### src/bfa_pkg.sv
// Package for the bitmap frame allocator: sizes, codes and payload types.
// No dependencies.
package bfa_pkg;
   localparam int NUM_FRAMES = 1024;
   localparam int ADDR_WIDTH = 32;
   localparam int FRAME_SHIFT = 12;
   localparam int IDX_W = $clog2(NUM_FRAMES);
   localparam int CNT_W = $clog2(NUM_FRAMES + 1);

   typedef enum logic [1:0] {
      FUNC_ALLOC   = 2'd0,
      FUNC_FREE    = 2'd1,
      FUNC_RESERVE = 2'd2,
      FUNC_NONE    = 2'd3
   } func_type;

   typedef enum logic [1:0] {
      ST_OK      = 2'd0,
      ST_INVALID = 2'd1,
      ST_BUSY    = 2'd2,
      ST_NOMEM   = 2'd3
   } status_type;

   typedef struct packed {
      logic [1:0]  func;
      logic [31:0] base_addr;
      logic [31:0] limit_addr;
      logic [15:0] page_count;
   } req_type;

   typedef struct packed {
      logic [1:0]  status;
      logic [31:0] run_addr;
      logic [10:0] free_left;
   } rsp_type;
endpackage

### src/bfa_if.sv
// Valid/ready channels for request and response words.
// Depends on bfa_pkg.
interface bfa_req_if import bfa_pkg::*; ();
   logic    valid;
   logic    ready;
   req_type data;
   modport source (output valid, output data, input ready);
   modport sink (input valid, input data, output ready);
endinterface

interface bfa_rsp_if import bfa_pkg::*; ();
   logic    valid;
   logic    ready;
   rsp_type data;
   modport source (output valid, output data, input ready);
   modport sink (input valid, input data, output ready);
endinterface

### src/bitmap_frame_allocator_unit.sv
// Bitmap frame allocator: one bit per 4 KiB frame, first-fit run search,
// free and reserve with range checks. Depends on bfa_pkg, bfa_if, bfa_ram.
//
// One request word at a time. The frame map lives in a single-port RAM
// read and written one frame a cycle by a sequencer around one shared
// index counter and compare. Allocate scans frames and then marks the run,
// where a search without a fit scans the whole window and marks nothing;
// free and reserve check the run and then mark it, stopping early at an
// offending frame; a request rejected by its range checks goes straight to
// its response. A response waiting on rsp ready holds back only the next
// response, not the next request. After reset and after each frame_count
// write, a clearing pass over all NUM_FRAMES frames runs, during which no
// request is accepted.
module bitmap_frame_allocator_unit
   import bfa_pkg::*;
(
   input  logic              clock,
   input  logic              reset,
   input  logic              csr_wr_en,
   input  logic [10:0]       csr_wr_data,
   bfa_req_if.sink           req,
   bfa_rsp_if.source         rsp
);
   typedef enum logic [2:0] {
      S_CLEAR, S_IDLE, S_CHECK, S_SCAN, S_MARK, S_DONE
   } state_type;

   state_type          state_ff;
   logic [CNT_W-1:0]   fcount_ff, free_ff;
   logic [CNT_W:0]     idx_ff;      // current frame
   logic [CNT_W:0]     hi_ff;       // exclusive end
   logic [CNT_W:0]     start_ff;
   logic [16:0]        run_ff;
   logic [15:0]        pages_ff;
   logic [1:0]         func_ff;
   logic               rd_pend_ff;
   logic               mark_val_ff;
   logic [1:0]         status_ff;
   logic [31:0]        addr_ff;
   rsp_type            rsp_ff;
   logic               rsp_valid_ff;

   logic               ram_we, ram_wd, ram_rd;
   logic [IDX_W-1:0]   ram_addr;

   bfa_ram #(.WIDTH(1), .DEPTH(NUM_FRAMES)) u_map (
      .clock   (clock),
      .wr_en   (ram_we),
      .addr    (ram_addr),
      .wr_data (ram_wd),
      .rd_data (ram_rd)
   );

   // request decode
   logic [ADDR_WIDTH-1:0] b, l;
   logic [ADDR_WIDTH:0]   lo_w;
   logic [ADDR_WIDTH:0]   hi_w, cnt_x;
   logic [ADDR_WIDTH:0]   f_w, end_w;
   assign b = req.data.base_addr[ADDR_WIDTH-1:0];
   assign l = req.data.limit_addr[ADDR_WIDTH-1:0];
   assign cnt_x = (ADDR_WIDTH+1)'(fcount_ff);
   always_comb begin
      lo_w = (b != '0) ? (({1'b0, b} + (ADDR_WIDTH+1)'(4095)) >> FRAME_SHIFT) : '0;
      hi_w = (l != '0) ? (ADDR_WIDTH+1)'(l >> FRAME_SHIFT) : cnt_x;
      if (hi_w > cnt_x) hi_w = cnt_x;
      f_w   = (ADDR_WIDTH+1)'(b >> FRAME_SHIFT);
      end_w = f_w + (ADDR_WIDTH+1)'(req.data.page_count);
   end

   assign req.ready = (state_ff == S_IDLE) && !csr_wr_en;
   assign rsp.valid = rsp_valid_ff;
   assign rsp.data  = rsp_ff;

   always_comb begin
      ram_we   = 1'b0;
      ram_wd   = mark_val_ff;
      ram_addr = idx_ff[IDX_W-1:0];
      if (state_ff == S_CLEAR) begin
         ram_we = 1'b1;
         ram_wd = 1'b0;
      end else if (state_ff == S_MARK) begin
         ram_we = 1'b1;
      end
   end

   // read data for frame idx_ff-1 arrives when rd_pend_ff
   always_ff @(posedge clock) begin
      if (reset) begin
         state_ff     <= S_CLEAR;
         fcount_ff    <= CNT_W'(NUM_FRAMES);
         free_ff      <= CNT_W'(NUM_FRAMES);
         idx_ff       <= '0;
         rsp_valid_ff <= 1'b0;
         rd_pend_ff   <= 1'b0;
      end else begin
         if (rsp_valid_ff && rsp.ready) rsp_valid_ff <= 1'b0;
         if (csr_wr_en) begin
            fcount_ff <= (csr_wr_data > 11'(NUM_FRAMES)) ? CNT_W'(NUM_FRAMES)
                                                         : CNT_W'(csr_wr_data);
            free_ff   <= (csr_wr_data > 11'(NUM_FRAMES)) ? CNT_W'(NUM_FRAMES)
                                                         : CNT_W'(csr_wr_data);
            idx_ff    <= '0;
            state_ff  <= S_CLEAR;
         end else begin
            unique case (state_ff)
               S_CLEAR: begin
                  idx_ff <= idx_ff + 1'b1;
                  if (idx_ff == (CNT_W+1)'(NUM_FRAMES - 1)) state_ff <= S_IDLE;
               end
               S_IDLE: begin
                  rd_pend_ff <= 1'b0;
                  if (req.valid && req.ready) begin
                     func_ff   <= req.data.func;
                     pages_ff  <= req.data.page_count;
                     run_ff    <= '0;
                     addr_ff   <= '0;
                     status_ff <= ST_INVALID;
                     state_ff  <= S_DONE;
                     if (req.data.page_count != 0) begin
                        if (req.data.func == FUNC_ALLOC) begin
                           if (lo_w < hi_w) begin
                              idx_ff    <= lo_w[CNT_W:0];
                              start_ff  <= lo_w[CNT_W:0];
                              hi_ff     <= hi_w[CNT_W:0];
                              status_ff <= ST_NOMEM;
                              state_ff  <= S_SCAN;
                           end
                        end else if (req.data.func == FUNC_FREE ||
                                     req.data.func == FUNC_RESERVE) begin
                           if (b[FRAME_SHIFT-1:0] == '0 && f_w < cnt_x &&
                               end_w <= cnt_x) begin
                              idx_ff    <= f_w[CNT_W:0];
                              start_ff  <= f_w[CNT_W:0];
                              hi_ff     <= end_w[CNT_W:0];
                              status_ff <= (req.data.func == FUNC_FREE)
                                           ? ST_INVALID : ST_BUSY;
                              state_ff  <= S_CHECK;
                           end
                        end
                     end
                  end
               end
               S_SCAN, S_CHECK: begin
                  // issue read of idx_ff, consume data of previous
                  logic hit, done_run;
                  hit = 1'b0; done_run = 1'b0;
                  if (rd_pend_ff) begin
                     if (state_ff == S_SCAN) begin
                        if (ram_rd) begin
                           run_ff   <= '0;
                           start_ff <= idx_ff;
                        end else begin
                           run_ff <= run_ff + 1'b1;
                           if (run_ff + 1'b1 == {1'b0, pages_ff}) done_run = 1'b1;
                        end
                     end else begin
                        hit = (func_ff == FUNC_FREE) ? !ram_rd : ram_rd;
                        run_ff <= run_ff + 1'b1;
                        if (run_ff + 1'b1 == {1'b0, pages_ff}) done_run = 1'b1;
                     end
                  end
                  if (hit) begin
                     state_ff   <= S_DONE;
                     rd_pend_ff <= 1'b0;
                  end else if (done_run) begin
                     idx_ff      <= start_ff;
                     mark_val_ff <= (func_ff != FUNC_FREE);
                     run_ff      <= '0;
                     rd_pend_ff  <= 1'b0;
                     status_ff   <= ST_OK;
                     if (func_ff == FUNC_ALLOC)
                        addr_ff <= 32'(start_ff) << FRAME_SHIFT;
                     state_ff <= S_MARK;
                  end else if (idx_ff >= hi_ff) begin
                     state_ff   <= S_DONE;
                     rd_pend_ff <= 1'b0;
                  end else begin
                     idx_ff     <= idx_ff + 1'b1;
                     rd_pend_ff <= 1'b1;
                  end
               end
               S_MARK: begin
                  idx_ff <= idx_ff + 1'b1;
                  run_ff <= run_ff + 1'b1;
                  if (run_ff + 1'b1 == {1'b0, pages_ff}) begin
                     if (func_ff == FUNC_FREE) free_ff <= free_ff + CNT_W'(pages_ff);
                     else free_ff <= free_ff - CNT_W'(pages_ff);
                     state_ff <= S_DONE;
                  end
               end
               S_DONE: begin
                  if (!rsp_valid_ff || rsp.ready) begin
                     rsp_ff.status    <= status_ff;
                     rsp_ff.run_addr  <= addr_ff;
                     rsp_ff.free_left <= 11'(free_ff);
                     rsp_valid_ff     <= 1'b1;
                     state_ff         <= S_IDLE;
                  end
               end
               default: state_ff <= S_IDLE;
            endcase
         end
      end
   end
endmodule

### src/bfa_ram.sv
// Generic single-port RAM with registered read.
// No dependencies.
module bfa_ram #(
   parameter int WIDTH = 1,
   parameter int DEPTH = 1024
) (
   input  logic                     clock,
   input  logic                     wr_en,
   input  logic [$clog2(DEPTH)-1:0] addr,
   input  logic [WIDTH-1:0]         wr_data,
   output logic [WIDTH-1:0]         rd_data
);
   logic [WIDTH-1:0] mem [DEPTH];

   always_ff @(posedge clock) begin
      if (wr_en) begin
         mem[addr] <= wr_data;
      end
      rd_data <= mem[addr];
   end
endmodule
### src/flat_wrapper.sv
// flat-port wrapper written by rule: the top's interface ports become plain ports
module bitmap_frame_allocator_unit_flat import bfa_pkg::*;
  (clock, reset, csr_wr_en, csr_wr_data, req_valid, req_data, req_ready, rsp_valid, rsp_data, rsp_ready);
  bfa_req_if req_i ();
  bfa_rsp_if rsp_i ();
  input  logic clock;
  input  logic reset;
  input  logic csr_wr_en;
  input  logic [10:0] csr_wr_data;
  input wire logic [$bits(req_i.valid)-1:0] req_valid;
  input wire logic [$bits(req_i.data)-1:0] req_data;
  output wire logic [$bits(req_i.ready)-1:0] req_ready;
  output wire logic [$bits(rsp_i.valid)-1:0] rsp_valid;
  output wire logic [$bits(rsp_i.data)-1:0] rsp_data;
  input wire logic [$bits(rsp_i.ready)-1:0] rsp_ready;
  assign req_i.valid = req_valid;
  assign req_i.data = req_data;
  assign req_ready = req_i.ready;
  assign rsp_valid = rsp_i.valid;
  assign rsp_data = rsp_i.data;
  assign rsp_i.ready = rsp_ready;
  bitmap_frame_allocator_unit u_core (.clock(clock), .reset(reset), .csr_wr_en(csr_wr_en), .csr_wr_data(csr_wr_data), .req(req_i), .rsp(rsp_i));
endmodule
### config.mk
export PLATFORM = sky130hd
export DESIGN_NAME = bitmap_frame_allocator_unit_flat
export DESIGN_NICKNAME = d
export VERILOG_FILES = /design/src/bfa_pkg.sv /design/src/bfa_if.sv /design/src/bitmap_frame_allocator_unit.sv /design/src/bfa_ram.sv /design/src/flat_wrapper.sv
export SDC_FILE = /design/constraint.sdc
export NUM_CORES = 2
export LEC_CHECK = 0
export ABC_AREA = 1
export BUFFER_PORTS_ARGS = -buffer_cell sky130_fd_sc_hd__buf_4
export CORE_MARGIN = 10
export CORE_UTILIZATION = 53
export DETAILED_ROUTE_END_ITERATION = 6
export PLACE_DENSITY = 0.69
export SKIP_LAST_GASP = 1
export SLEW_MARGIN = 25
export SYNTH_ARGS = -nofsm -noshare
export SYNTH_HDL_FRONTEND = slang
export SYNTH_HIERARCHICAL = 1
export SYNTH_SLANG_ARGS = --single-unit
### constraint.sdc
create_clock -name clock -period 39.7 [get_ports clock]
set_input_delay 1.985 -clock clock [delete_from_list [all_inputs] [get_ports clock]]
set_output_delay 1.985 -clock clock [all_outputs]
set_load 0.1 [all_outputs]
== Yosys cells after proc, flatten, opt, wreduce, memory -nomap -nowiden ==
Memories as Yosys holds them, arrays and structs flattened. A register that Yosys moved wholly into a read port is not among the register bits.
Cells that the tools add are included.
Cells by class
  $add $sub $neg: 6
  $lt $le $gt $ge: 6
  eq/ne operators: 28
  mux-type cells: 87
  bitwise operators: 3
  reduce and logical (&&, ||, !) cells: 39
Operators with widths (number)
  12-bit 2-to-1 mux: 16
  32-bit 2-to-1 mux: 4
  17-bit 2-to-1 mux: 6
  32-bit one-hot mux with 2 select lines: 1
  32-bit nonzero test: 2
  11-bit 2-to-1 mux: 5
  17-bit one-hot mux with 3 select lines: 1
  20-bit 2-to-1 mux: 2
  3-bit 2-to-1 mux: 12
  12-bit one-hot mux with 3 select lines: 1
  32-bit by 12-bit adder with 33-bit output, second input constant: 1
  33-bit by 11-bit greater-than comparator with 1-bit output: 1
  33-bit by 11-bit <= comparator with 1-bit output: 1
  33-bit less-than comparator: 1
  1-bit 2-to-1 mux: 25
  12-bit one-hot mux with 2 select lines: 1
  20-bit by 16-bit adder with 21-bit output: 1
  21-bit 2-to-1 mux: 1
  20-bit by 11-bit less-than comparator with 1-bit output: 1
  2-bit 2-to-1 mux: 9
  17-bit by 1-bit adder with 17-bit output, second input constant: 1
  17-bit by 16-bit equality test with 1-bit output: 1
  8-bit AND reduction: 2
  16-bit nonzero test: 1
  other kinds (35): 72
Storage, ports and cells
  flip-flop bits (word level): 178
  RAM bits: 1024
  input port bits: 98
  output and inout port bits: 47
  word-level logic and storage cells: 187
  memories: 1
Memory list
  u_core.u_map.mem: depth 1024, bits a word 1, read ports 1, clocked after Yosys merged registers in 1, wr ports 1, RTL line bfa_ram.sv:13  | logic [WIDTH-1:0] mem [DEPTH];

== Longest topological paths before layout ==
  word-level depth: 12
  mapped depth: 34
  gate-level depth less buffers: 31

== Modules after synthesis ==
The synthesis kept the hierarchy.
Modules (own cells, without submodules)
  bfa_ram: instances 1, cells each 4882, area an instance 46299.4 um^2, sequential area each 30769.5 um^2
  bitmap_frame_allocator_unit: instances 1, cells each 1623, area an instance 11287.1 um^2, sequential area each 3753.6 um^2

== Worst setup path before layout ==
Ideal clock, no wire load.
  kind: register to register
  start: register u_core.state_ff[0]
  end: memory u_core.u_map.mem[0] (data pin)
  data arrival time: 24.169 ns
  data required time: 34.753 ns
  setup slack: 10.584 ns
  cell stages (with the launch flop): 5
  buffers on the path: 0
  clock period less this slack: 29.116 ns
  cell sequence: dfxtp_1 > nor2_1 > inv_2 > nor2_1 > nor2_1
On the way
  word-level cells in the longest chain between the ends: 2
RTL lines
  start, declared: RTL line bitmap_frame_allocator_unit.sv:28  | state_type state_ff;
  start signal, assigned: RTL line bitmap_frame_allocator_unit.sv:89  | state_ff <= S_CLEAR;
  start signal, assigned: RTL line bitmap_frame_allocator_unit.sv:103  | state_ff <= S_CLEAR;
  start signal, assigned: RTL line bitmap_frame_allocator_unit.sv:108  | if (idx_ff == (CNT_W+1)'(NUM_FRAMES - 1)) state_ff <= S_IDLE;
  3-bit zero test: RTL line bitmap_frame_allocator_unit.sv:78  | if (state_ff == S_CLEAR) begin
  1-bit 2-to-1 mux: RTL line bitmap_frame_allocator_unit.sv:78
  via u_core.ram_wd: RTL line bitmap_frame_allocator_unit.sv:43  | logic ram_we, ram_wd, ram_rd;
  end, declared: RTL line bfa_ram.sv:13
The timed path passes the listed nets, and every way through them passes these cells.

== Worst setup path after layout ==
  start: input req_data[44]
  end: register u_core.start_ff[8] (enable)
On the way
  word-level cells in the longest chain between the ends: 7
RTL lines
  start, declared: RTL line flat_wrapper.sv:11  | input wire logic [$bits(req_i.data)-1:0] req_data;
  32-bit nonzero test: RTL line bitmap_frame_allocator_unit.sv:64  | hi_w = (l != '0) ? (ADDR_WIDTH+1)'(l >> FRAME_SHIFT) : cnt_x;
  20-bit 2-to-1 mux *: RTL line bitmap_frame_allocator_unit.sv:64
  33-bit by 11-bit greater-than comparator with 1-bit output: RTL line bitmap_frame_allocator_unit.sv:65  | if (hi_w > cnt_x) hi_w = cnt_x;
  20-bit 2-to-1 mux *: RTL line bitmap_frame_allocator_unit.sv:65
  33-bit less-than comparator *: RTL line bitmap_frame_allocator_unit.sv:121  | if (lo_w < hi_w) begin
  3-bit inequality test (no source line) *
  11-bit AND reduction (no source line) *
  end signal, assigned: RTL line bitmap_frame_allocator_unit.sv:123  | start_ff <= lo_w[CNT_W:0];
  end signal, assigned: RTL line bitmap_frame_allocator_unit.sv:133  | start_ff <= f_w[CNT_W:0];
  end signal, assigned: RTL line bitmap_frame_allocator_unit.sv:151  | start_ff <= idx_ff;
  end, declared: RTL line bitmap_frame_allocator_unit.sv:32  | logic [CNT_W:0] start_ff;
Mark *: on every way between the ends. The rest lies on a longest branch, timed or not.
A chain may end at the register's enable or synchronous reset.

==> run_results.csv <==
group,metric,value,unit
outcome,status,"finished clean",
critical_path,end_kind,"flip-flop",
drt,viasPerCell,5.75,
sta,final.min_clock_period,6.60,ns
drt,wire_per_inst,21.6,um
floorplan,fp.dieH,350,um
floorplan,ioPinCount,145,
clocking,cts.sink_count,1163,
sta,tns,0,ns
synthesis,ys_seq_area_share,60.0,%
place,hpwl,95800,um
synthesis,synth_area,57600,sq um
sta,rsz0062_at_grt,"no",
clocking,cts_resized,0,
pwr,vdd_drop_max,0.0411,mV
floorplan,start_util,53.6,%
critical_path,cp_max_fo,21,
min_path,min_path_type,"reg -> reg",
sta,hold_violations,0,
critical_path,reg2reg_to,"u_core/u_map/rd_data",
critical_path,required,40.04,ns
critical_path,criticalPathCategory,"in -> reg",
clocking,cts_setup_buffers,0,
drt,drtIter0Drc,5576,
place,gp_congestion,0.912,
floorplan,core,108000,sq um
critical_path,arrival,6.94,ns
cells_and_area,drive_above_1_share,7.26,%
synthesis,yosys_most_used_dff,"edfxtp_1",
flow_run,cap_violations,0,
critical_path,crit_buf_inv,3,
global_routing,grt_pass1_vias,42076,
synthesis,synth-async-reset-ratio,0,%
clocking,cts_tree,"done",
global_routing,grt_start_max_net_pins,285,
cells_and_area,layout.cells.non_filler,7905,
critical_path,slowest_delay,0.51,ns
synthesis,yosys_warnings,6,
place,dp_cells,7692,
sta,worst_pin_slew,1.04,ns
global_routing,antenna_found_initial,3,
place,port_buffers,124,
global_routing,grt_pass1_wl,256000,um
clocking,root_buffer,"clkbuf_16",
min_path,min_from,"u_core/addr_ff[22]",
clocking,cts.htree.levels,3,
floorplan,die_w,350,um
critical_path,critical_path.reg2reg.startpoint,"u_core/idx_ff[0]",
synthesis,yosysUniqueCellTypes,50,
sta,slew-limit-headroom,30.8,%
sta,drv_slew,0,
clocking,clk_latency,0.73,ns
critical_path,r2r_cells,18,
floorplan,rows,120,
sta,fmax,0.151,GHz
floorplan,dieArea,122000,sq um
min_path,min_to,"u_core/rsp.data[33]",
sta,finalCritPeriodShare,16.6,%
cells_and_area,antenna_cells,0,
clocking,clockBufferDepth,3,
clocking,cts_hold_buf,0,
clocking,clk_pin_slew_worst_paths,0.06,ns
pwr,power_density,40.5,nW/um^2
drt,dr.pass1.iters,6,
synthesis,postSynthAreaPerCell,8.85,sq um
cells_and_area,synthToLayoutAreaGrowth,9.50,%
synthesis,ys_ff_latch,1163,
synthesis,synth_edf_count,1123,
sta,setup_viol,0,
pwr,p_leak,24.0,nW
global_routing,grt_usage,27.1,%
min_path,worstHoldPathCells,0,
drt,drc,0,
global_routing,grt_overflow,0,
synthesis,netlist_instances,6505,
cells_and_area,nets,6606,
drt,dr_total_vias,45488,
pwr,power.total,0.00255,W
critical_path,crit_path_start_kind,"input pin",
drt,wl,170000,um
sta,finClkSkew,0.0301,ns
critical_path,r2r_slack,34.80,ns
clocking,numCtsBuffers,118,
drt,ant_nets,0,
critical_path,crit_family,"simple AND/OR/NAND/NOR gates",
critical_path,critPathSlowestCell,"nor2_1",
-- state kept, by name, summed over array words and instances, names as in the netlist --
signal,cells
u_core/u_map/mem,1024
u_core/rsp.data,25
u_core/run_ff,17
u_core/pages_ff,16
u_core/addr_ff,12
u_core/hi_ff,12
u_core/idx_ff,12
u_core/start_ff,12
u_core/fcount_ff,11
u_core/free_ff,11
u_core/state_ff,3
u_core/func_ff,2
u_core/status_ff,2
u_core/mark_val_ff,1
u_core/rd_pend_ff,1
u_core/rsp.valid,1
u_core/u_map/rd_data,1
-- power by group --
part	switching (W)	internal, W
Sequential	0.00000277	0.00133
Clock	0.000463	0.000598
Combinational	0.000116	0.0000464
-- per-stage QoR --
step	util [%]	hold slack (ns)	setup WS [ns]	instance area [sq um]
finish	58.7	0.457	33.10	63100
global route	58.7	0.458	32.40	63100
CTS	58.5	0.438	33.19	62900
detailed placement	55.2	0.452	32.46	59300
global placement	55.1	0.450	32.38	59300
floorplan	-	0.400	10.58	57700
-- cell usage after synthesis (3+ instances only) --
| library cell | n | area, sq um |
|---|---|---|
| a211oi_1 | 3 | 22.5 |
| a21oi_1 | 85 | 425 |
| a22oi_1 | 3 | 22.5 |
| a31oi_1 | 5 | 31.3 |
| and2_1 | 3 | 18.8 |
| buf_1 | 60 | 225 |
| buf_2 | 78 | 390 |
| buf_4 | 28 | 210 |
| buf_6 | 8 | 90.1 |
| clkbuf_1 | 270 | 1010 |
| clkinv_1 | 3 | 11.3 |
| dfxtp_1 | 40 | 801 |
| edfxtp_1 | 1123 | 33700 |
| ha_1 | 95 | 1190 |
| inv_1 | 242 | 908 |
| inv_2 | 15 | 56.3 |
| nand2_1 | 2305 | 8650 |
| nand2_2 | 5 | 31.3 |
| nand3_1 | 406 | 2030 |
| nand3b_1 | 8 | 60.1 |
| nand4_1 | 162 | 1010 |
| nor2_1 | 1268 | 4760 |
| nor2_2 | 17 | 106 |
| nor2_4 | 5 | 56.3 |
| nor3_1 | 49 | 245 |
| nor3_4 | 7 | 114 |
| nor4_1 | 10 | 62.6 |
| o211ai_1 | 8 | 60.1 |
| o21a_1 | 5 | 37.5 |
| o21ai_0 | 88 | 440 |
| o21ai_1 | 16 | 80.1 |
| o21ai_2 | 3 | 26.3 |
| o21bai_1 | 3 | 22.5 |
| o22ai_1 | 23 | 144 |
| o31ai_1 | 3 | 22.5 |
| or2_2 | 3 | 18.8 |
| xor2_1 | 33 | 289 |
-- worst max-delay path by stage --
stage | startpoint | endpoint | cells past startpoint
after CTS | req_data[44] | u_core/start_ff[8] | 30
after detailed placement | req_data[44] | u_core/start_ff[8] | 30
after global placement | req_data[44] | u_core/start_ff[5] | 30
after floorplan | u_core/state_ff[0] | u_core/u_map/mem[0] | 4
final | req_data[44] | u_core/start_ff[8] | 30
after global routing | req_data[45] | u_core/start_ff[8] | 30
-- per-layer routing --
layer	GRT usage [%]	up-vias	share of wire [%]
met2	43.8	2204	46
met5	0	-	0.030
met3	4.76	347	11
li1	-	21156	-
met1	37.2	21773	40
met4	8.73	8	3.2
-- cell type report --
type / count / area, sq um
clock buffer: 148 / 3130
clock inverter: 63 / 493
fill: 9436 / 44400
inverter: 260 / 991
multi-input combinational: 4664 / 20500
sequential: 1163 / 34500
tap: 1403 / 1760
timing repair buffer: 204 / 1670
-- logic make-up after synthesis --
| logic type | synth area share, % |
|---|---|
| compound gates | 2.39 |
| xor+xnor | 0.532 |
| fa+ha+maj | 2.13 |
| buf+inv | 5.05 |
| flops | 60.0 |
| other cells | 0.0130 |
| simple gates | 29.9 |
-- placed cells by master, fill, tap and decap left out, types with 44 or more instances in the layout --
master     synthesis  layout
nand3_1          406     399
edfxtp_1        1123    1123
clkbuf_16          0     121
inv_1            242     241
nor2_1          1268    1265
a21oi_1           85      85
nor3_1            49      44
nand4_1          162     162
ha_1              95      95
buf_4             28     193
o21ai_0           88      88
nand2_1         2305    2264
Note: power is estimated with default switching activity, not from simulation.
